### src/design/ssm_pkg.sv
// Shared constants, codes and types of the shift-and string matcher.
package ssm_pkg;

   localparam int PATTERN_MAX = 512;
   localparam int WORD_BITS   = 64;
   localparam int NWORDS      = (PATTERN_MAX + WORD_BITS - 1) / WORD_BITS;
   localparam int WORD_IDX_W  = (NWORDS > 1) ? $clog2(NWORDS) : 1;
   localparam int STEP_W      = WORD_IDX_W + 1;
   localparam int OFF_W       = $clog2(WORD_BITS);
   localparam int ALPHABET    = 256;
   localparam int CHAR_W      = 8;
   localparam int POS_W       = 9;
   localparam int LEN_W       = 10;
   localparam int CNT_W       = 32;
   localparam int ADDR_W      = CHAR_W + WORD_IDX_W;
   localparam int FUNC_W      = 2;
   localparam int REQ_DATA_W  = ((CHAR_W + POS_W + 7) / 8) * 8;

   typedef enum logic [FUNC_W-1:0] {
      FUNC_LOAD    = 2'd0,
      FUNC_TEXT    = 2'd1,
      FUNC_CLEAR   = 2'd2,
      FUNC_RESTART = 2'd3
   } func_type;

   typedef enum logic [2:0] {
      ST_IDLE = 3'b001,
      ST_RUN  = 3'b010,
      ST_FIN  = 3'b100
   } state_type;

   // Per-cycle commands from the sequencer to the active-vector shifter.
   typedef struct packed {
      logic                  clear;
      logic                  start;
      logic                  step;
      logic [WORD_IDX_W-1:0] widx;
   } vec_ctl_type;

endpackage

### src/design/ssm_ctrl.sv
// Sequencer: request latch, word walk, table writes, byte counter and result register.
module ssm_ctrl
   import ssm_pkg::*;
(
   input  logic                  clock,
   input  logic                  reset,
   input  logic                  req_tvalid,
   output logic                  req_tready,
   input  logic [REQ_DATA_W-1:0] req_tdata,
   input  logic [FUNC_W-1:0]     req_tuser,
   output logic                  rsp_tvalid,
   input  logic                  rsp_tready,
   output logic [CNT_W-1:0]      rsp_tdata,
   output logic                  rsp_tuser,
   input  logic                  csr_we,
   input  logic [LEN_W-1:0]      csr_wdata,
   output logic                  ram_wr_en,
   output logic [ADDR_W-1:0]     ram_wr_addr,
   output logic [WORD_BITS-1:0]  ram_wr_data,
   output logic                  ram_rd_en,
   output logic [ADDR_W-1:0]     ram_rd_addr,
   input  logic [WORD_BITS-1:0]  ram_rd_data,
   output vec_ctl_type           vec_ctl,
   output logic [WORD_BITS-1:0]  vec_mask,
   output logic [LEN_W-1:0]      pattern_length,
   input  logic                  hit
);

   state_type             state_ff, state_in;
   logic [STEP_W-1:0]     cnt_ff, cnt_in;
   logic                  proc_ff, proc_in;
   logic [WORD_IDX_W-1:0] pidx_ff, pidx_in;
   func_type              func_ff, func_in;
   logic [CHAR_W-1:0]     ch_ff, ch_in;
   logic [POS_W-1:0]      pos_ff, pos_in;
   logic [CNT_W-1:0]      count_ff, count_in;
   logic [ALPHABET-1:0]   row_valid_ff, row_valid_in;
   logic [LEN_W-1:0]      len_ff;
   logic                  rsp_valid_ff, rsp_valid_in;
   logic                  rsp_match_ff;
   logic [CNT_W-1:0]      rsp_count_ff;

   logic                  accept;
   logic                  issue;
   logic                  rsp_free;
   logic                  rsp_load;
   func_type              req_func;
   logic [WORD_BITS-1:0]  gated;
   logic [WORD_BITS-1:0]  bit_word;

   assign req_func   = func_type'(req_tuser);
   assign req_tready = (state_ff == ST_IDLE);
   assign accept     = req_tvalid && req_tready;
   assign issue      = (state_ff == ST_RUN) && (32'(cnt_ff) < NWORDS);
   assign rsp_free   = !rsp_valid_ff || rsp_tready;
   assign rsp_load   = (state_ff == ST_FIN) && rsp_free;

   always_comb begin
      state_in     = state_ff;
      cnt_in       = cnt_ff;
      func_in      = func_ff;
      ch_in        = ch_ff;
      pos_in       = pos_ff;
      count_in     = count_ff;
      row_valid_in = row_valid_ff;
      proc_in      = issue;
      pidx_in      = cnt_ff[WORD_IDX_W-1:0];

      unique case (state_ff)
         ST_IDLE: begin
            if (accept) begin
               func_in = req_func;
               ch_in   = req_tdata[CHAR_W-1:0];
               pos_in  = req_tdata[CHAR_W+POS_W-1:CHAR_W];
               cnt_in  = '0;
               case (req_func)
                  FUNC_LOAD: begin
                     state_in = ST_RUN;
                  end
                  FUNC_TEXT: begin
                     state_in = ST_RUN;
                     count_in = (count_ff == '1) ? count_ff : count_ff + 1'b1;
                  end
                  FUNC_CLEAR: begin
                     state_in     = ST_FIN;
                     row_valid_in = '0;
                     count_in     = '0;
                  end
                  default: begin
                     state_in = ST_FIN;
                     count_in = '0;
                  end
               endcase
            end
         end
         ST_RUN: begin
            cnt_in = cnt_ff + 1'b1;
            if (32'(cnt_ff) == NWORDS) begin
               state_in = ST_FIN;
               // The row now holds real data in every word.
               if (func_ff == FUNC_LOAD) begin
                  row_valid_in[ch_ff] = 1'b1;
               end
            end
         end
         ST_FIN: begin
            if (rsp_free) begin
               state_in = ST_IDLE;
            end
         end
         default: begin
            state_in = ST_IDLE;
         end
      endcase
   end

   always_comb begin
      if (rsp_load) begin
         rsp_valid_in = 1'b1;
      end else if (rsp_tready) begin
         rsp_valid_in = 1'b0;
      end else begin
         rsp_valid_in = rsp_valid_ff;
      end
   end

   always_ff @(posedge clock) begin
      if (reset) begin
         state_ff     <= ST_IDLE;
         cnt_ff       <= '0;
         proc_ff      <= 1'b0;
         count_ff     <= '0;
         row_valid_ff <= '0;
         len_ff       <= LEN_W'(1);
         rsp_valid_ff <= 1'b0;
      end else begin
         state_ff     <= state_in;
         cnt_ff       <= cnt_in;
         proc_ff      <= proc_in;
         count_ff     <= count_in;
         row_valid_ff <= row_valid_in;
         rsp_valid_ff <= rsp_valid_in;
         if (csr_we) begin
            len_ff <= csr_wdata;
         end
      end
   end

   always_ff @(posedge clock) begin
      pidx_ff <= pidx_in;
      func_ff <= func_in;
      ch_ff   <= ch_in;
      pos_ff  <= pos_in;
      if (rsp_load) begin
         rsp_match_ff <= hit;
         rsp_count_ff <= count_ff;
      end
   end

   // A row never loaded since the last clear reads as all zeros.
   assign gated = row_valid_ff[ch_ff] ? ram_rd_data : '0;

   always_comb begin
      bit_word = '0;
      if ((32'(pos_ff) < PATTERN_MAX) && (pidx_ff == WORD_IDX_W'(pos_ff >> OFF_W))) begin
         bit_word = WORD_BITS'(1) << pos_ff[OFF_W-1:0];
      end
   end

   assign ram_rd_en   = issue;
   assign ram_rd_addr = {ch_ff, cnt_ff[WORD_IDX_W-1:0]};
   assign ram_wr_en   = proc_ff && (func_ff == FUNC_LOAD);
   assign ram_wr_addr = {ch_ff, pidx_ff};
   assign ram_wr_data = gated | bit_word;

   assign vec_ctl.clear = accept && ((req_func == FUNC_CLEAR) || (req_func == FUNC_RESTART));
   assign vec_ctl.start = accept;
   assign vec_ctl.step  = proc_ff && (func_ff == FUNC_TEXT);
   assign vec_ctl.widx  = pidx_ff;
   assign vec_mask       = gated;
   assign pattern_length = len_ff;

   assign rsp_tvalid = rsp_valid_ff;
   assign rsp_tdata  = rsp_count_ff;
   assign rsp_tuser  = rsp_match_ff;

endmodule

### config.mk
export PLATFORM = sky130hd
export DESIGN_NAME = ssm_ctrl
export DESIGN_NICKNAME = d
export VERILOG_FILES = /design/src/design/ssm_pkg.sv /design/src/design/ssm_ctrl.sv
export SDC_FILE = /design/constraint.sdc
export NUM_CORES = 1
export LEC_CHECK = 0
export BUFFER_PORTS_ARGS = -buffer_cell sky130_fd_sc_hd__buf_2
export CORE_ASPECT_RATIO = 1.4
export CORE_MARGIN = 4
export CORE_UTILIZATION = 42
export CTS_CLUSTER_DIAMETER = 120
export CTS_CLUSTER_SIZE = 8
export DETAILED_ROUTE_END_ITERATION = 8
export PLACE_DENSITY = 0.68
export SLEW_MARGIN = 20
export SYNTH_ARGS = -nofsm -noshare
export SYNTH_HDL_FRONTEND = slang
export SYNTH_SLANG_ARGS = --single-unit
### constraint.sdc
create_clock -name clock -period 5.73 [get_ports clock]
set_input_delay 0.2865 -clock clock [delete_from_list [all_inputs] [get_ports clock]]
set_output_delay 0.2865 -clock clock [all_outputs]
set_load 0.01 [all_outputs]
==> results.sh <==
export IMPL_status="completed"
export IMPL_tightestPinTransition_ns=1.10
export IMPL_syn_cell_area_um2=15400
export IMPL_routing_usage_on_met3=0.0387
export IMPL_top_cells_by_instance_count_after_synthesis="sky130_fd_sc_hd__nor2_1, sky130_fd_sc_hd__dfxtp_1, sky130_fd_sc_hd__a21oi_1"
export IMPL_final_design_area_no_fill_um2=19100
export IMPL_postSynth_asyncResetShare=0
export IMPL_num_vias=13279
export IMPL_post_cts_buffers=0
export IMPL_timing_final_setup_violations=0
export IMPL_crit_path_max_fanout=59
export IMPL_synth_top_cell_area_share=0.402
export IMPL_via_count_of_the_first_global_routing_pass=12806
export IMPL_nFillCells=3229
export IMPL_grt_busiest_layer="met2"
export IMPL_crit_path_start_kind="register"
export IMPL_layout_cells_non_filler=2366
export IMPL_i_o_pins=309
export IMPL_critical_path_cell_chain="nor2b_1 > a22o_1 > nor3_1 > a2111oi_0 > or3_1 > a32oi_4 > buf_12 > and2_1 > buf_2"
export IMPL_final_hold_violation_count=0
export IMPL_gr_layer_usage_met2=0.390
export IMPL_cp_slowest_cell="sky130_fd_sc_hd__edfxtp_1"
export IMPL_finalSetupTns_ns=0
export IMPL_path_delay_family="simple AND/OR/NAND/NOR gates"
export IMPL_die_height_um=235
export IMPL_timing_worst_setup_path_type="reg2out"
export IMPL_drt_pass1_iterations=6
export IMPL_timing_hold_worst_class="in2reg"
export IMPL_synth_fp_nets=1713
export IMPL_cap_violations=0
export IMPL_netlist_top_cells_area="sky130_fd_sc_hd__dfxtp_1, sky130_fd_sc_hd__edfxtp_1, sky130_fd_sc_hd__a21oi_1"
export IMPL_drt_total_wl_mm=48.9
export IMPL_grt_max_degree=257
export IMPL_synth_avg_cell_area_um2=9.61
export IMPL_cts_buffers=51
export IMPL_detailedRoute_firstIterationViolations=1144
export IMPL_routed_via_density=5.61
export IMPL_max_freq_mhz=213
export IMPL_die_width_um=170
export IMPL_yosys_reg_bits=362
export IMPL_synth_area_leader_cell="sky130_fd_sc_hd__dfxtp_1"
export IMPL_worst_path_largest_cell_delay_ns=1.01
export IMPL_period_needed_ns=4.69
export IMPL_wl_per_cell_um=20.7
export IMPL_placement_rows=82
export IMPL_grt_usage=0.235
export IMPL_insertion_delay_ns=0.58
export IMPL_layout_nets=1994
export IMPL_final_antenna_net_count=0
export IMPL_grt_ovfl_total=0
export IMPL_dpl_hpwl_mm=33.2
export IMPL_yosysWarningCount=0
export IMPL_seqCellArea_um2=7770
export IMPL_placement_cell_area_um2=17300
export IMPL_die_area_um2=39900
export IMPL_synthMostInstantiatedCell="sky130_fd_sc_hd__nor2_1"
export IMPL_grt_first_pass_wirelength_mm=74.9
export IMPL_worst_ep_required_time_ns=5.44
export IMPL_number_of_antenna_violations_at_the_first_check_in_global_routing=6
export IMPL_worst_endpoint_arrival_ns=4.40
export IMPL_synth_seq_area_share=0.504
export IMPL_grt_setup_unrepaired="false"
export IMPL_synth_enable_flop_cells=52
export IMPL_distinct_cell_type_count_after_synthesis=57
export IMPL_cts_htree_levels=2
export IMPL_final_max_slew_viol_count=0
export IMPL_io_buffer_count=301
export IMPL_tritoncts="built"
export IMPL_initial_util=0.428
export IMPL_end_kind="output pin"
export IMPL_placed_cells=2264
export IMPL_post_route_period_util=0.818
export IMPL_power_density_nw_per_um2=316
export IMPL_clk_path_buf_depth=3
export IMPL_clockRootBuffer="sky130_fd_sc_hd__clkbuf_16"
export IMPL_layout_drive_gt1_share=0.257
export IMPL_worst_slack_at_placement_ns=1.54
export IMPL_layout_area_overhead_vs_synth_pct=23.5
export IMPL_ctsResizeCount=0
export IMPL_gp_congestion=0.906
export IMPL_clkSinkCount=362
export IMPL_worst_ir_drop_vdd_mv=0.252
export IMPL_critPathBufInv=2
export IMPL_cts_reportedPaths_clkPinSlew_ns=0.05
export IMPL_drc=0
export IMPL_synthCells=1604
export IMPL_area_occupied_by_multi_input_gates_um2=7070
export IMPL_fin_worst_skew_ns=0.0196
export IMPL_layout_setup_ws_ns=1.04
export IMPL_synth_main_ff_cell="sky130_fd_sc_hd__dfxtp_1"
export IMPL_gr_util_met1=0.310
export IMPL_core_area_um2=36000
export IMPL_power_leakage_nw=7.51
export IMPL_rel_slew_slack=0.262
-- layout make-up --
cell class                 count  area share
antenna                        2    0.000263
clock buffer                  66      0.0699
clock inverter                 4     0.00466
inverter                      11     0.00217
multi-input combinational   1091       0.371
sequential                   362       0.408
tap                          462      0.0303
timing repair buffer         368       0.114
-- report_power, final --
group / total (mW) / internal, mW / switching (mW)
clock: 2.69 / 1.61 / 1.08
sequential: 2.64 / 2.60 / 0.0353
combinational: 0.685 / 0.259 / 0.427
-- through the flow --
stage	hold slack [ns]	power, mW	util
final	0.0606	6.01	0.529
after global routing	0.0591	6.22	0.529
after CTS	0.0280	6.06	0.528
after detailed placement	0.408	3.35	0.480
after global placement	0.404	3.34	0.480
after floorplan	0.382	3.07	-
-- repair_timing --
action	4_1_cts	5_1_grt
hold buffers	29	0
setup endpoints to repair	0	0
hold endpoints to repair	29	0
-- worst paths after layout --
kind	endpoint	cells past startpoint	slack, ns	from
min reg2reg	pidx_ff[2]	0	0.43	cnt_ff[2]
min	func_ff[1]	1	0.06	req_tuser[1]
max	vec_mask[12]	9	1.04	ch_ff[0]
max reg2reg	count_ff[31]	10	2.54	state_ff[2]
-- flip-flops by register name (all words and copies together) (netlist names), 2 cells and up --
signal          count
pattern_length     10
ch_ff               8
count_ff           32
pidx_ff             3
pos_ff              9
cnt_ff              4
func_ff             2
row_valid_ff      256
rsp_tdata          32
state_ff            3
-- per-layer routing --
| layer | vias to the layer above | wire, um |
|---|---|---|
| li1 | 6216 | - |
| met1 | 6463 | 20100 |
| met2 | 487 | 23900 |
| met3 | 107 | 3150 |
| met4 | 6 | 1710 |
| met5 | - | 47 |
-- cells in the final DEF, fill, tap and decap left out, types with 6 or more instances in the layout --
cell                              n
sky130_fd_sc_hd__nor2_1         326
sky130_fd_sc_hd__dfxtp_1        310
sky130_fd_sc_hd__buf_2          301
sky130_fd_sc_hd__a21oi_1        269
sky130_fd_sc_hd__and2_1          68
sky130_fd_sc_hd__o2bb2ai_1       64
sky130_fd_sc_hd__mux4_2          59
sky130_fd_sc_hd__edfxtp_1        52
sky130_fd_sc_hd__clkbuf_16       51
sky130_fd_sc_hd__nand2_1         41
sky130_fd_sc_hd__mux2i_1         33
sky130_fd_sc_hd__buf_4           32
sky130_fd_sc_hd__dlygate4sd3_1   29
sky130_fd_sc_hd__nor3_1          23
sky130_fd_sc_hd__nand3_1         19
sky130_fd_sc_hd__xnor2_1         18
sky130_fd_sc_hd__nor2b_1         16
sky130_fd_sc_hd__nand2b_1        16
sky130_fd_sc_hd__clkbuf_1        15
sky130_fd_sc_hd__o21ai_0         13
sky130_fd_sc_hd__nand4_1         13
sky130_fd_sc_hd__inv_1           11
sky130_fd_sc_hd__xor2_1          10
sky130_fd_sc_hd__or3_1            9
sky130_fd_sc_hd__nor3_2           9
sky130_fd_sc_hd__a22oi_1          7
sky130_fd_sc_hd__or2_2            6
sky130_fd_sc_hd__a31oi_1          6
-- cell families (layout without fill, tap and decap cells) --
family | after synthesis | count (layout) | share of synthesized area
AOI/OAI and AO/OA | 392 | 392 | 0.152
xor gates and xnor gates | 28 | 28 | 0.0159
adders and majority gates | 3 | 3 | 0.00243
buffers and inverters | 151 | 449 | 0.0474
DFF | 362 | 362 | 0.504
muxes | 93 | 93 | 0.108
other | 0 | 2 | 0
and+or+nand+nor | 575 | 575 | 0.171
(Power assumes the default switching activity.)
