**config.mk**
```make
export PLATFORM = sky130hd
export DESIGN_NAME = ssm_vector
export DESIGN_NICKNAME = d
export VERILOG_FILES = /design/src/design/ssm_pkg.sv /design/src/design/ssm_vector.sv
export SDC_FILE = /design/constraint.sdc
export NUM_CORES = 1
export LEC_CHECK = 0
export BUFFER_PORTS_ARGS = -buffer_cell sky130_fd_sc_hd__buf_2
export CORE_MARGIN = 2
export CORE_UTILIZATION = 60
export CTS_CLUSTER_DIAMETER = 200
export CTS_CLUSTER_SIZE = 10
export DETAILED_ROUTE_END_ITERATION = 6
export GPL_TIMING_DRIVEN = 1
export PLACE_DENSITY = 0.78
export SYNTH_ARGS = -nofsm -noshare
export SYNTH_HDL_FRONTEND = slang
export SYNTH_SLANG_ARGS = --single-unit
```
**constraint.sdc**
```tcl
create_clock -name clock -period 44.7 [get_ports clock]
set_input_delay 8.94 -clock clock [delete_from_list [all_inputs] [get_ports clock]]
set_output_delay 8.94 -clock clock [all_outputs]
set_load 0.05 [all_outputs]
```
**src/design/ssm_pkg.sv**
```systemverilog
// Shared constants, codes and types of the shift-and string matcher.
package ssm_pkg;

   localparam int PATTERN_MAX = 512;
   localparam int WORD_BITS   = 64;
   localparam int NWORDS      = (PATTERN_MAX + WORD_BITS - 1) / WORD_BITS;
   localparam int WORD_IDX_W  = (NWORDS > 1) ? $clog2(NWORDS) : 1;
   localparam int STEP_W      = WORD_IDX_W + 1;
   localparam int OFF_W       = $clog2(WORD_BITS);
   localparam int ALPHABET    = 256;
   localparam int CHAR_W      = 8;
   localparam int POS_W       = 9;
   localparam int LEN_W       = 10;
   localparam int CNT_W       = 32;
   localparam int ADDR_W      = CHAR_W + WORD_IDX_W;
   localparam int FUNC_W      = 2;
   localparam int REQ_DATA_W  = ((CHAR_W + POS_W + 7) / 8) * 8;

   typedef enum logic [FUNC_W-1:0] {
      FUNC_LOAD    = 2'd0,
      FUNC_TEXT    = 2'd1,
      FUNC_CLEAR   = 2'd2,
      FUNC_RESTART = 2'd3
   } func_type;

   typedef enum logic [2:0] {
      ST_IDLE = 3'b001,
      ST_RUN  = 3'b010,
      ST_FIN  = 3'b100
   } state_type;

   // Per-cycle commands from the sequencer to the active-vector shifter.
   typedef struct packed {
      logic                  clear;
      logic                  start;
      logic                  step;
      logic [WORD_IDX_W-1:0] widx;
   } vec_ctl_type;

endpackage

```
**src/design/ssm_vector.sv**
```systemverilog
// Active state vector held as a ring of words, advanced one word per cycle while stepped.
module ssm_vector
   import ssm_pkg::*;
(
   input  logic                 clock,
   input  logic                 reset,
   input  vec_ctl_type          ctl,
   input  logic [WORD_BITS-1:0] mask,
   input  logic [LEN_W-1:0]     pattern_length,
   output logic                 hit
);

   logic [WORD_BITS-1:0] av_ff [NWORDS];
   logic [WORD_BITS-1:0] nxt;
   logic                 carry_ff;
   logic                 hit_ff;
   logic [LEN_W-1:0]     len_sat;
   logic [LEN_W-1:0]     bit_idx;
   logic                 at_word;

   always_comb begin
      len_sat = (32'(pattern_length) > PATTERN_MAX) ? LEN_W'(PATTERN_MAX) : pattern_length;
      bit_idx = len_sat - 1'b1;
      at_word = (len_sat != '0) && (32'(ctl.widx) == 32'(bit_idx >> OFF_W));
      nxt     = {av_ff[0][WORD_BITS-2:0], carry_ff} & mask;
   end

   // The word at the head of the ring is the one being advanced; the result
   // re-enters at the tail, so after NWORDS steps the ring is back in order.
   always_ff @(posedge clock) begin
      if (reset || ctl.clear) begin
         for (int i = 0; i < NWORDS; i++) begin
            av_ff[i] <= '0;
         end
      end else if (ctl.step) begin
         for (int i = 0; i < NWORDS - 1; i++) begin
            av_ff[i] <= av_ff[i+1];
         end
         av_ff[NWORDS-1] <= nxt;
      end
   end

   always_ff @(posedge clock) begin
      if (reset) begin
         carry_ff <= 1'b1;
         hit_ff   <= 1'b0;
      end else if (ctl.start) begin
         carry_ff <= 1'b1;
         hit_ff   <= 1'b0;
      end else if (ctl.step) begin
         carry_ff <= av_ff[0][WORD_BITS-1];
         if (at_word) begin
            hit_ff <= nxt[bit_idx[OFF_W-1:0]];
         end
      end
   end

   assign hit = hit_ff;

endmodule

```
==> results of run 1 <==
layer usage:
layer | vias to the layer above | routed length, µm | part of all wire [%]
met1 | 5358 | 16400 | 45
li1 | 5026 | - | -
met2 | 304 | 16100 | 45
met3 | 79 | 2490 | 6.9
met4 | 6 | 1050 | 2.9
met5 | - | 38 | 0.11
worst max-delay path, stage by stage:
cell and delay, ps:
clkbuf_8 470, inv_1 200, nand2_4 440, buf_4 920, buf_4 800
logic make-up after synthesis:
| group | after synthesis | share of synthesized area, % |
|---|---|---|
| AOI/OAI and AO/OA | 45 | 1.73 |
| xor gates and xnor gates | 7 | 0.342 |
| adders and majority gates | 2 | 0.124 |
| buffers and inverters | 115 | 2.22 |
| DFF | 514 | 76.6 |
| muxes | 13 | 1.47 |
| and+or+nand+nor | 618 | 17.5 |
synth_stat cells (3+ instances only):
| cell type | count | share of area, % |
|---|---|---|
| a31oi_1 | 4 | 0.12 |
| o22ai_1 | 5 | 0.16 |
| nor2_1 | 71 | 1.3 |
| o21ai_0 | 5 | 0.12 |
| xnor2_1 | 3 | 0.13 |
| nor3_1 | 4 | 0.099 |
| and3_1 | 394 | 12 |
| inv_1 | 7 | 0.13 |
| xor2_1 | 3 | 0.13 |
| mux4_1 | 4 | 0.52 |
| a211oi_1 | 4 | 0.15 |
| a311oi_1 | 3 | 0.13 |
| and2_1 | 64 | 2.0 |
| o21a_1 | 3 | 0.11 |
| edfxtp_1 | 512 | 76 |
| nand2_1 | 67 | 1.2 |
| a21oi_1 | 4 | 0.099 |
| clkbuf_1 | 103 | 1.9 |
| mux4_2 | 8 | 0.90 |
stage by stage:
step	worst slack, ps	util [%]	total power, mW	cells	instance area (µm²)
after floorplan	23020	-	0.595	1314	20100
final	32930	67.1	0.988	1835	22300
after global routing	32670	67.1	1.02	1830	22300
after global placement	32390	62.5	0.600	1747	20800
after detailed placement	32340	62.5	0.601	1747	20800
after CTS	32940	67.1	0.996	1829	22300
layout by cell type (no fill, tap or decap), types with 5 or more instances in the layout:
| cell type | netlist | final |
|---|---|---|
| nor2_1 | 71 | 70 |
| buf_4 | 2 | 10 |
| edfxtp_1 | 512 | 512 |
| diode_2 | 0 | 6 |
| buf_2 | 0 | 81 |
| mux4_2 | 8 | 8 |
| nand2_1 | 67 | 66 |
| inv_1 | 7 | 7 |
| o21ai_0 | 5 | 5 |
| clkbuf_16 | 0 | 57 |
| clkbuf_1 | 103 | 24 |
| o22ai_1 | 5 | 5 |
| and3_1 | 394 | 394 |
| and2_1 | 64 | 64 |
final timing paths:
path,depth (start not counted),slack (ps),endpoint,from
hold reg to reg,2,490,carry_ff$_SDFFE_PP1P_,carry_ff$_SDFFE_PP1P_
hold / removal,2,490,carry_ff$_SDFFE_PP1P_,carry_ff$_SDFFE_PP1P_
setup / recovery,5,32930,av_ff[0][104]$_SDFFCE_PN0P_,ctl[3]
setup reg to reg,6,42920,hit$_SDFFE_PP0P_,av_ff[0][15]$_SDFFCE_PN0P_
where the power goes:
part           switching, mW  internal [mW]  leakage [nW]  total (mW)
registers            0.00523          0.550          5.98       0.555
clock network          0.166          0.230         0.735       0.396
logic                 0.0270         0.0103          3.35      0.0372
registers in the layout (all words and copies together) (netlist names):
register and cells:
carry_ff 1, av_ff 512, hit 1
area by class of cell:
class | count | share of cell area [%]
inverter | 7 | 0.118
multi-input combinational | 685 | 19.2
clock buffer | 81 | 6.79
tap | 448 | 2.51
timing repair buffer | 93 | 2.30
sequential | 514 | 69.0
antenna | 6 | 0.0672
clock inverter | 1 | 0.0392
==> impl_metrics.json, run 1 <==
{
  "status": "complete, no violations",
  "die_width_um": 187,
  "syn_area_um2": 20100,
  "holdWs_ps": 491,
  "vias": 10800,
  "cp_data_arrival_time_ps": 11960,
  "multi_input_area_um2": 4290,
  "syn_to_final_growth_pct": 11.0,
  "fin_crit_ps": 11770,
  "yosys_warnings": 0,
  "drtIter0Drc": 1417,
  "start_kind": "primary input",
  "root_buffer": "clkbuf_16",
  "seq_area_um2": 15400,
  "grt.total_usage_pct": 20.5,
  "grt_pass1_wl_mm": 56.2,
  "grt_max_degree": 225,
  "ys_seq_area_share_pct": 76.6,
  "use_met3_pct": 4.62,
  "clk_pin_slew_ps": 60,
  "grt_pass1_vias": 10200,
  "vias_per_cell": 5.87,
  "skew_ps": 13.2,
  "rsz0062_at_grt": "no",
  "fp-row-count": 67,
  "cp_max_fo": 144,
  "grt_overflow": 0,
  "ir_drop_uv": 27.8,
  "maxCapViolCount": 0,
  "post_cts_buffers": 0,
  "die_h_um": 187,
  "numCtsBuffers": 57,
  "cts_sinks": 514,
  "hp-class": "reg -> reg",
  "die_area_um2": 35000,
  "wirelength_mm": 36.0,
  "maxClockFrequency_mhz": 85.0,
  "cp.required_ps": 44890,
  "maxSlewHeadroom_pct": 19.3,
  "wl_per_cell_um": 19.6,
  "syn-num-nets": 1398,
  "core_um2": 33300,
  "synthDistinctLibCells": 54,
  "final-setup-viol-count": 0,
  "met2_usage_pct": 29.1,
  "io-pin-count": 83,
  "met1_usage_pct": 31.8,
  "cts.path.max_buffers": 3,
  "end_kind": "register",
  "drv_slew": 0,
  "htreeDepth": 2,
  "place.gp.congestion": 0.830,
  "antenna_found_initial": 7,
  "fill_cells": 2176,
  "p_leak_nw": 10.1,
  "synthCells": 1314,
  "synth-async-reset-ratio_pct": 0,
  "synth_edf_count": 512,
  "ant_nets": 0,
  "powerDensity_nw_per_um2": 44.2,
  "synth-seq-cells": 514,
  "drive_gt1_share_pct": 12.2,
  "ys.flop_type": "edfxtp_1",
  "firstDrtPassIters": 7,
  "worstSetupPathType": "in -> reg",
  "period_share_pct": 26.3,
  "drcViolationCount": 0,
  "avgSynthCellArea_um2": 15.3,
  "clock_latency_ps": 570,
  "hold_viol": 0,
  "layout.nets": 1442,
  "cts_repair_resize_count": 0,
  "worst_pin_slew_ps": 1210,
  "dp_hpwl_mm": 19.4,
  "busiest_layer": "met1",
  "port-buffer-count": 82,
  "setup-tns-final_ps": 0,
  "hold_buffers": 0,
  "initial_core_util_pct": 60.5,
  "cts_tree": "done"
}
(Power assumes the default switching activity.)
==> inputs of run 2 (changes only) <==
--- a/config.mk
+++ b/config.mk
@@ -5,14 +5,15 @@
 export SDC_FILE = /design/constraint.sdc
 export NUM_CORES = 1
 export LEC_CHECK = 0
+export ABC_AREA = 1
 export BUFFER_PORTS_ARGS = -buffer_cell sky130_fd_sc_hd__buf_2
 export CORE_MARGIN = 2
-export CORE_UTILIZATION = 60
+export CORE_UTILIZATION = 55
 export CTS_CLUSTER_DIAMETER = 200
 export CTS_CLUSTER_SIZE = 10
 export DETAILED_ROUTE_END_ITERATION = 6
 export GPL_TIMING_DRIVEN = 1
-export PLACE_DENSITY = 0.78
+export PLACE_DENSITY = 0.75
 export SYNTH_ARGS = -nofsm -noshare
 export SYNTH_HDL_FRONTEND = slang
 export SYNTH_SLANG_ARGS = --single-unit
==> constraint.sdc (replaced) <==
create_clock -name clock -period 9.7 [get_ports clock]
set_input_delay 1.94 -clock clock [delete_from_list [all_inputs] [get_ports clock]]
set_output_delay 1.94 -clock clock [all_outputs]
set_load 0.05 [all_outputs]
==> run 2 against run 1 <==
Against the previous run:
- final cell count up 32%
- count of clock-buffer cells in the layout is 2 higher
- largest power group unchanged
- combinational power rose to 5.3 times the previous value
- clock power rose to 4.8 times the previous value
- wire length increased by 0.17%
- critical path type unchanged
- critical path depth grew 11
==> impl_metrics.json, run 2 <==
{
  "status": "complete, no violations",
  "synth_most_common_cell": "edfxtp_1",
  "cts_sinks": 514,
  "firstDrtPassIters": 5,
  "worst_pin_slew_ps": 1170,
  "yosys.area.top_type": "edfxtp_1",
  "cp_max_fo": 47,
  "yosys_warnings": 0,
  "wl_per_cell_um": 14.9,
  "yosys-top-cells-area": "edfxtp_1 (74%), nor2_1 (9.3%), inv_1 (8.9%), nand3_1 (2.5%), nand2_1 (1.8%)",
  "p_switching_mw": 0.963,
  "rsz0062_at_grt": "no",
  "powerDensity_nw_per_um2": 201,
  "grt.total_usage_pct": 18.6,
  "cp_data_arrival_time_ps": 6170,
  "hold_buffers": 0,
  "cp.required_ps": 10200,
  "post_cts_buffers": 0,
  "die_area_um2": 39200,
  "ys.flop_type": "edfxtp_1",
  "vias": 11800,
  "largest_reg_flops": 512,
  "layout_common_cells": "edfxtp_1 (512), nor2_1 (511), inv_1 (487), nand3_1 (102), nand2_1 (96)",
  "final-setup-viol-count": 0,
  "cts.path.max_buffers": 3,
  "core_um2": 37300,
  "synth-seq-cells": 514,
  "hold_viol": 0,
  "grt_overflow": 0,
  "synthDistinctLibCells": 26,
  "met2_usage_pct": 30.1,
  "fin_util_pct": 61.9,
  "synth_edf_count": 512,
  "drv_slew": 0,
  "grt_pass1_wl_mm": 56.2,
  "switching_share_pct": 20.7,
  "ir_drop_uv": 143,
  "wirelength_mm": 36.0,
  "initial_core_util_pct": 55.4,
  "mostFrequentLayoutCell": "edfxtp_1",
  "syn_to_final_growth_pct": 11.6,
  "grt_max_degree": 246,
  "syn-num-nets": 1920,
  "p_leak_nw": 8.98,
  "hp-class": "reg -> reg",
  "antenna_found_initial": 4,
  "maxSlewHeadroom_pct": 22.3,
  "ant_nets": 0,
  "end_kind": "register",
  "synthCells": 1836,
  "clkPwrFrac_pct": 40.6,
  "clock_latency_ps": 600,
  "drcViolationCount": 0,
  "htreeDepth": 2,
  "numCtsBuffers": 57,
  "combPwrFrac_pct": 4.3,
  "cts_tree": "done",
  "drtIter0Drc": 1093,
  "top_register": "av_ff",
  "synthTopCellsByCount": "edfxtp_1 (512), nor2_1 (511), inv_1 (488)",
  "dp_hpwl_mm": 21.6,
  "dp_cells": 2327,
  "layout.nets": 1996,
  "root_buffer": "clkbuf_16",
  "place.gp.congestion": 0.947,
  "synth-async-reset-ratio_pct": 0,
  "period_share_pct": 58.4,
  "synth_top_cell_area_share_pct": 74.3,
  "start_kind": "primary input",
  "setup-tns-final_ps": 0,
  "drive_gt1_share_pct": 8.51,
  "syn_area_um2": 20700,
  "vias_per_cell": 4.87,
  "busiest_layer": "met2",
  "clk_pin_slew_ps": 60,
  "fp-row-count": 71,
  "seq_power_share_pct": 55.1,
  "stdcell_count": 2416,
  "worstSetupPathType": "in -> reg",
  "skew_ps": 18.9,
  "maxClockFrequency_mhz": 177,
  "ys_seq_area_share_pct": 74.5,
  "cts_repair_resize_count": 0,
  "internal_power_mw": 3.68,
  "grt_pass1_vias": 11200,
  "die_h_um": 198,
  "maxCapViolCount": 0,
  "power.total_mw": 4.65,
  "port-buffer-count": 82,
  "avgSynthCellArea_um2": 11.3,
  "die_width_um": 198,
  "use_met3_pct": 4.14,
  "fin_crit_ps": 5660,
  "met1_usage_pct": 24.6,
  "fill_cells": 2857,
  "io-pin-count": 83
}
## run 2: cell families after synthesis
family                   share of synthesized area (%)
AO/OA/AOI/OAI                                    0.550
XOR/XNOR                                         0.339
adder cells (fa/ha/maj)                          0.121
buffers and inverters                             10.3
flip-flops                                        74.5
AND/OR/NAND/NOR                                   14.2
## run 2: power groups by stage
stage                     Clock [mW]  Combinational [mW]  Sequential (mW)
final                           1.89               0.199             2.56
after global routing            2.00               0.223             2.57
after CTS                       1.93               0.200             2.56
after detailed placement           0               0.198             2.60
after global placement             0               0.192             2.60
after floorplan                    0               0.135             2.62
## run 2: final timing paths
| path | cells past startpoint | to | slack, ps | startpoint |
|---|---|---|---|---|
| max | 16 | hit$_SDFFE_PP0P_ | 4040 | pattern_length[0] |
| min | 2 | carry_ff$_SDFFE_PP1P_ | 520 | carry_ff$_SDFFE_PP1P_ |
| max reg2reg | 10 | hit$_SDFFE_PP0P_ | 8290 | av_ff[0][25]$_SDFFCE_PN0P_ |
| min reg2reg | 2 | carry_ff$_SDFFE_PP1P_ | 520 | carry_ff$_SDFFE_PP1P_ |
## run 2: cell type report
type,count,area [µm²],area share (%)
Sequential cell,514,15400,66.8
Multi-Input combinational cell,762,3170,13.7
Inverter,489,1840,7.96
Clock buffer,83,1570,6.79
Tap cell,474,593,2.57
Timing Repair Buffer,88,480,2.08
Clock inverter,2,17.5,0.0759
Antenna cell,4,10.0,0.0434
## run 2: worst max-delay path, stage by stage
cell     delay (ps)
buf_2           300
nor2_1          170
and2_1          130
nand2_1          60
nand2_2         650
nand2_1         840
ha_1            930
inv_1           400
nand3_1         210
nand3_1          80
nand3_1          90
nand3_1          70
nand3_1          90
nand3_1          80
nand2_1          60
inv_1            30
## run 2: per-layer routing
metal	up-vias	wire, µm
li1	5817	-
met3	98	1800
met5	-	9
met4	2	1400
met2	259	17400
met1	5593	15400
## run 2: stage by stage
step | area (µm²) | hold WS, ps | setup WS, ps
6_report | 23100 | 522 | 4040
2_1_floorplan | 20700 | 429 | 887
3_5_place_dp | 21500 | 511 | 3500
3_3_place_gp | 21500 | 445 | 3780
4_1_cts | 23100 | 523 | 4120
5_1_grt | 23100 | 526 | 3700
==> inputs of run 3 (changes only) <==
==> constraint.sdc (replaced) <==
create_clock -name clock -period 4.69 [get_ports clock]
set_input_delay 0.938 -clock clock [delete_from_list [all_inputs] [get_ports clock]]
set_output_delay 0.938 -clock clock [all_outputs]
set_load 0.05 [all_outputs]
==> run 3 against run 2 <==
Against the previous run:
- sequential cell count did not move
- sequential share of layout area about the same
- clock skew decreased by 6.7 ps
- global-route usage fell by 0.33 points
- non-clock buffer count grew 6
- first-iteration DRC count up 7.5%
- total power is 100% higher
- register-to-register slack got worse by 5000 ps
- cell area about the same
- clock power rose by 100%
- setup slack got worse by 2900 ps
- critical endpoint unchanged
==> impl_metrics.json, run 3 (synthesis gave the netlist of run 2 again) <==
{
  "antenna_found_initial": 4,
  "wirelength_mm": 35.4,
  "hold_buffers": 0,
  "path_buf_inv": 5,
  "multi_input_area_um2": 3170,
  "syn_to_final_growth_pct": 11.6,
  "core_um2": 37300,
  "vias": 11700,
  "vias_per_cell": 4.85,
  "drive_gt1_share_pct": 8.66,
  "layout_common_cells": "edfxtp_1 (512), nor2_1 (511), inv_1 (487), nand3_1 (102), nand2_1 (96)",
  "cts_sinks": 514,
  "die_width_um": 198,
  "ir_drop_uv": 259,
  "rsz0062_at_grt": "no",
  "grt.total_usage_pct": 18.3,
  "max_stage_delay_ps": 660,
  "mostFrequentLayoutCell": "edfxtp_1",
  "crit_cells": 18,
  "clk_pin_slew_ps": 50,
  "path_cells": "buf_2 -> buf_4 -> nor2_1 -> and2_1 -> nand2_1 -> nand2_2 -> buf_4 -> nand2_1 -> ha_1 -> inv_1 -> nand3_1 -> nand3_1 -> nand3_1 -> nand3_1 -> nand3_1 -> nand3_1 -> nand2_1 -> inv_1",
  "numCtsBuffers": 57,
  "hold_viol": 0,
  "r2r-end": "hit$_SDFFE_PP0P_",
  "cpMostUsedCell": "nand3_1",
  "largest_reg_flops": 512,
  "placed_area_um2": 21500,
  "root_buffer": "clkbuf_16",
  "period_share_pct": 75.0,
  "firstDrtPassIters": 5,
  "stdcell_count": 2418,
  "cts.path.max_buffers": 3,
  "cp_data_arrival_time_ps": 3980,
  "fin_crit_ps": 3520,
  "maxSlewHeadroom_pct": 36.9,
  "endpoint": "hit$_SDFFE_PP0P_",
  "fill_cells": 2847,
  "cts_tree": "done",
  "grt_max_degree": 200,
  "end_kind": "register",
  "p_leak_nw": 8.98,
  "ant_nets": 0,
  "maxClockFrequency_mhz": 284,
  "crit_family": "simple AND/OR/NAND/NOR gates",
  "grt_overflow": 0,
  "grt_pass1_vias": 11200,
  "r2r-start": "av_ff[0][1]$_SDFFCE_PN0P_",
  "r2r_setup_slack_ps": 3310,
  "layout.nets": 2002,
  "dp_cells": 2333,
  "drv_slew": 0,
  "fin_util_pct": 61.9,
  "drcViolationCount": 0,
  "htreeDepth": 2,
  "maxCapViolCount": 0,
  "cts_repair_resize_count": 0,
  "critPathLaunch": "pattern_length[0]",
  "initial_core_util_pct": 55.4,
  "worstSetupPathType": "in -> reg",
  "dp_hpwl_mm": 21.2,
  "powerDensity_nw_per_um2": 412,
  "skew_ps": 12.2,
  "clock_latency_ps": 560,
  "worst_pin_slew_ps": 946,
  "port-buffer-count": 82,
  "cp.required_ps": 5150,
  "cp_max_fo": 46,
  "place.gp.congestion": 0.865,
  "r2r_cells": 10,
  "die_h_um": 198,
  "hp-class": "reg -> reg",
  "wl_per_cell_um": 14.7,
  "drtIter0Drc": 1175,
  "status": "complete, no violations",
  "io-pin-count": 83,
  "die_area_um2": 39200,
  "cp_slowest_cell": "ha_1",
  "seq_area_um2": 15400,
  "setup-tns-final_ps": 0,
  "grt_pass1_wl_mm": 55.9,
  "start_kind": "primary input",
  "top_register": "av_ff",
  "final-setup-viol-count": 0,
  "post_cts_buffers": 0,
  "fp-row-count": 71,
  "postLayoutCellArea_um2": 23100,
  "holdWs_ps": 493
}
-- run 3: changes by cell type in the layout (fill, tap and decap cells not counted) --
cell and delta:
inv_6 -1, clkbuf_1 -1, buf_4 +5, buf_12 +1, clkbuf_16 -2
-- run 3: stage by stage --
stage,power [mW],worst slack [ps]
after floorplan,5.66,963
after global placement,5.78,770
after detailed placement,5.79,629
after CTS,9.58,1210
after global routing,9.80,814
final,9.50,1170
-- run 3: how the worst min path moves through the flow --
stage,from,to,cells after the start
floorplan,carry_ff$_SDFFE_PP1P_,carry_ff$_SDFFE_PP1P_,2
global placement,av_ff[0][63]$_SDFFCE_PN0P_,carry_ff$_SDFFE_PP1P_,2
detailed placement,av_ff[0][63]$_SDFFCE_PN0P_,carry_ff$_SDFFE_PP1P_,2
CTS,av_ff[0][63]$_SDFFCE_PN0P_,carry_ff$_SDFFE_PP1P_,2
global route,av_ff[0][63]$_SDFFCE_PN0P_,carry_ff$_SDFFE_PP1P_,2
finish,av_ff[0][63]$_SDFFCE_PN0P_,carry_ff$_SDFFE_PP1P_,2
-- run 3: final cells by class --
type	count	share of cell area [%]
multi-input cells	762	13.7
repair buffers	94	2.33
diodes	4	0.0434
flip-flops and latches	514	66.8
clock inverters	1	0.0379
well taps	474	2.57
clock buffers	80	6.55
inverters	489	7.96
-- run 3: worst register-to-register path, stage by stage (launching register included) --
cell	delay (ps)
edfxtp_1	350
nand2_1	200
nand3_1	110
nand3_1	120
nand3_1	80
nand3_1	90
nand3_1	80
nand3_1	90
nand3_1	70
nand2_1	60
inv_1	40
-- run 3: routing by layer --
layer | routed length, µm | global-route usage, % | part of all wire [%] | vias to the layer above
met1 | 15600 | 25.5 | 44 | 5619
li1 | - | - | - | 5812
met4 | 674 | 5.10 | 1.9 | 2
met2 | 17100 | 29.6 | 48 | 257
met3 | 2070 | 3.78 | 5.8 | 49
met5 | 15 | 0 | 0.042 | -
-- run 3: where the power goes --
| group | internal, mW | total (mW) | switching, mW |
|---|---|---|---|
| clock network | 2.19 | 3.80 | 1.60 |
| registers | 5.24 | 5.29 | 0.0557 |
| logic | 0.114 | 0.410 | 0.295 |
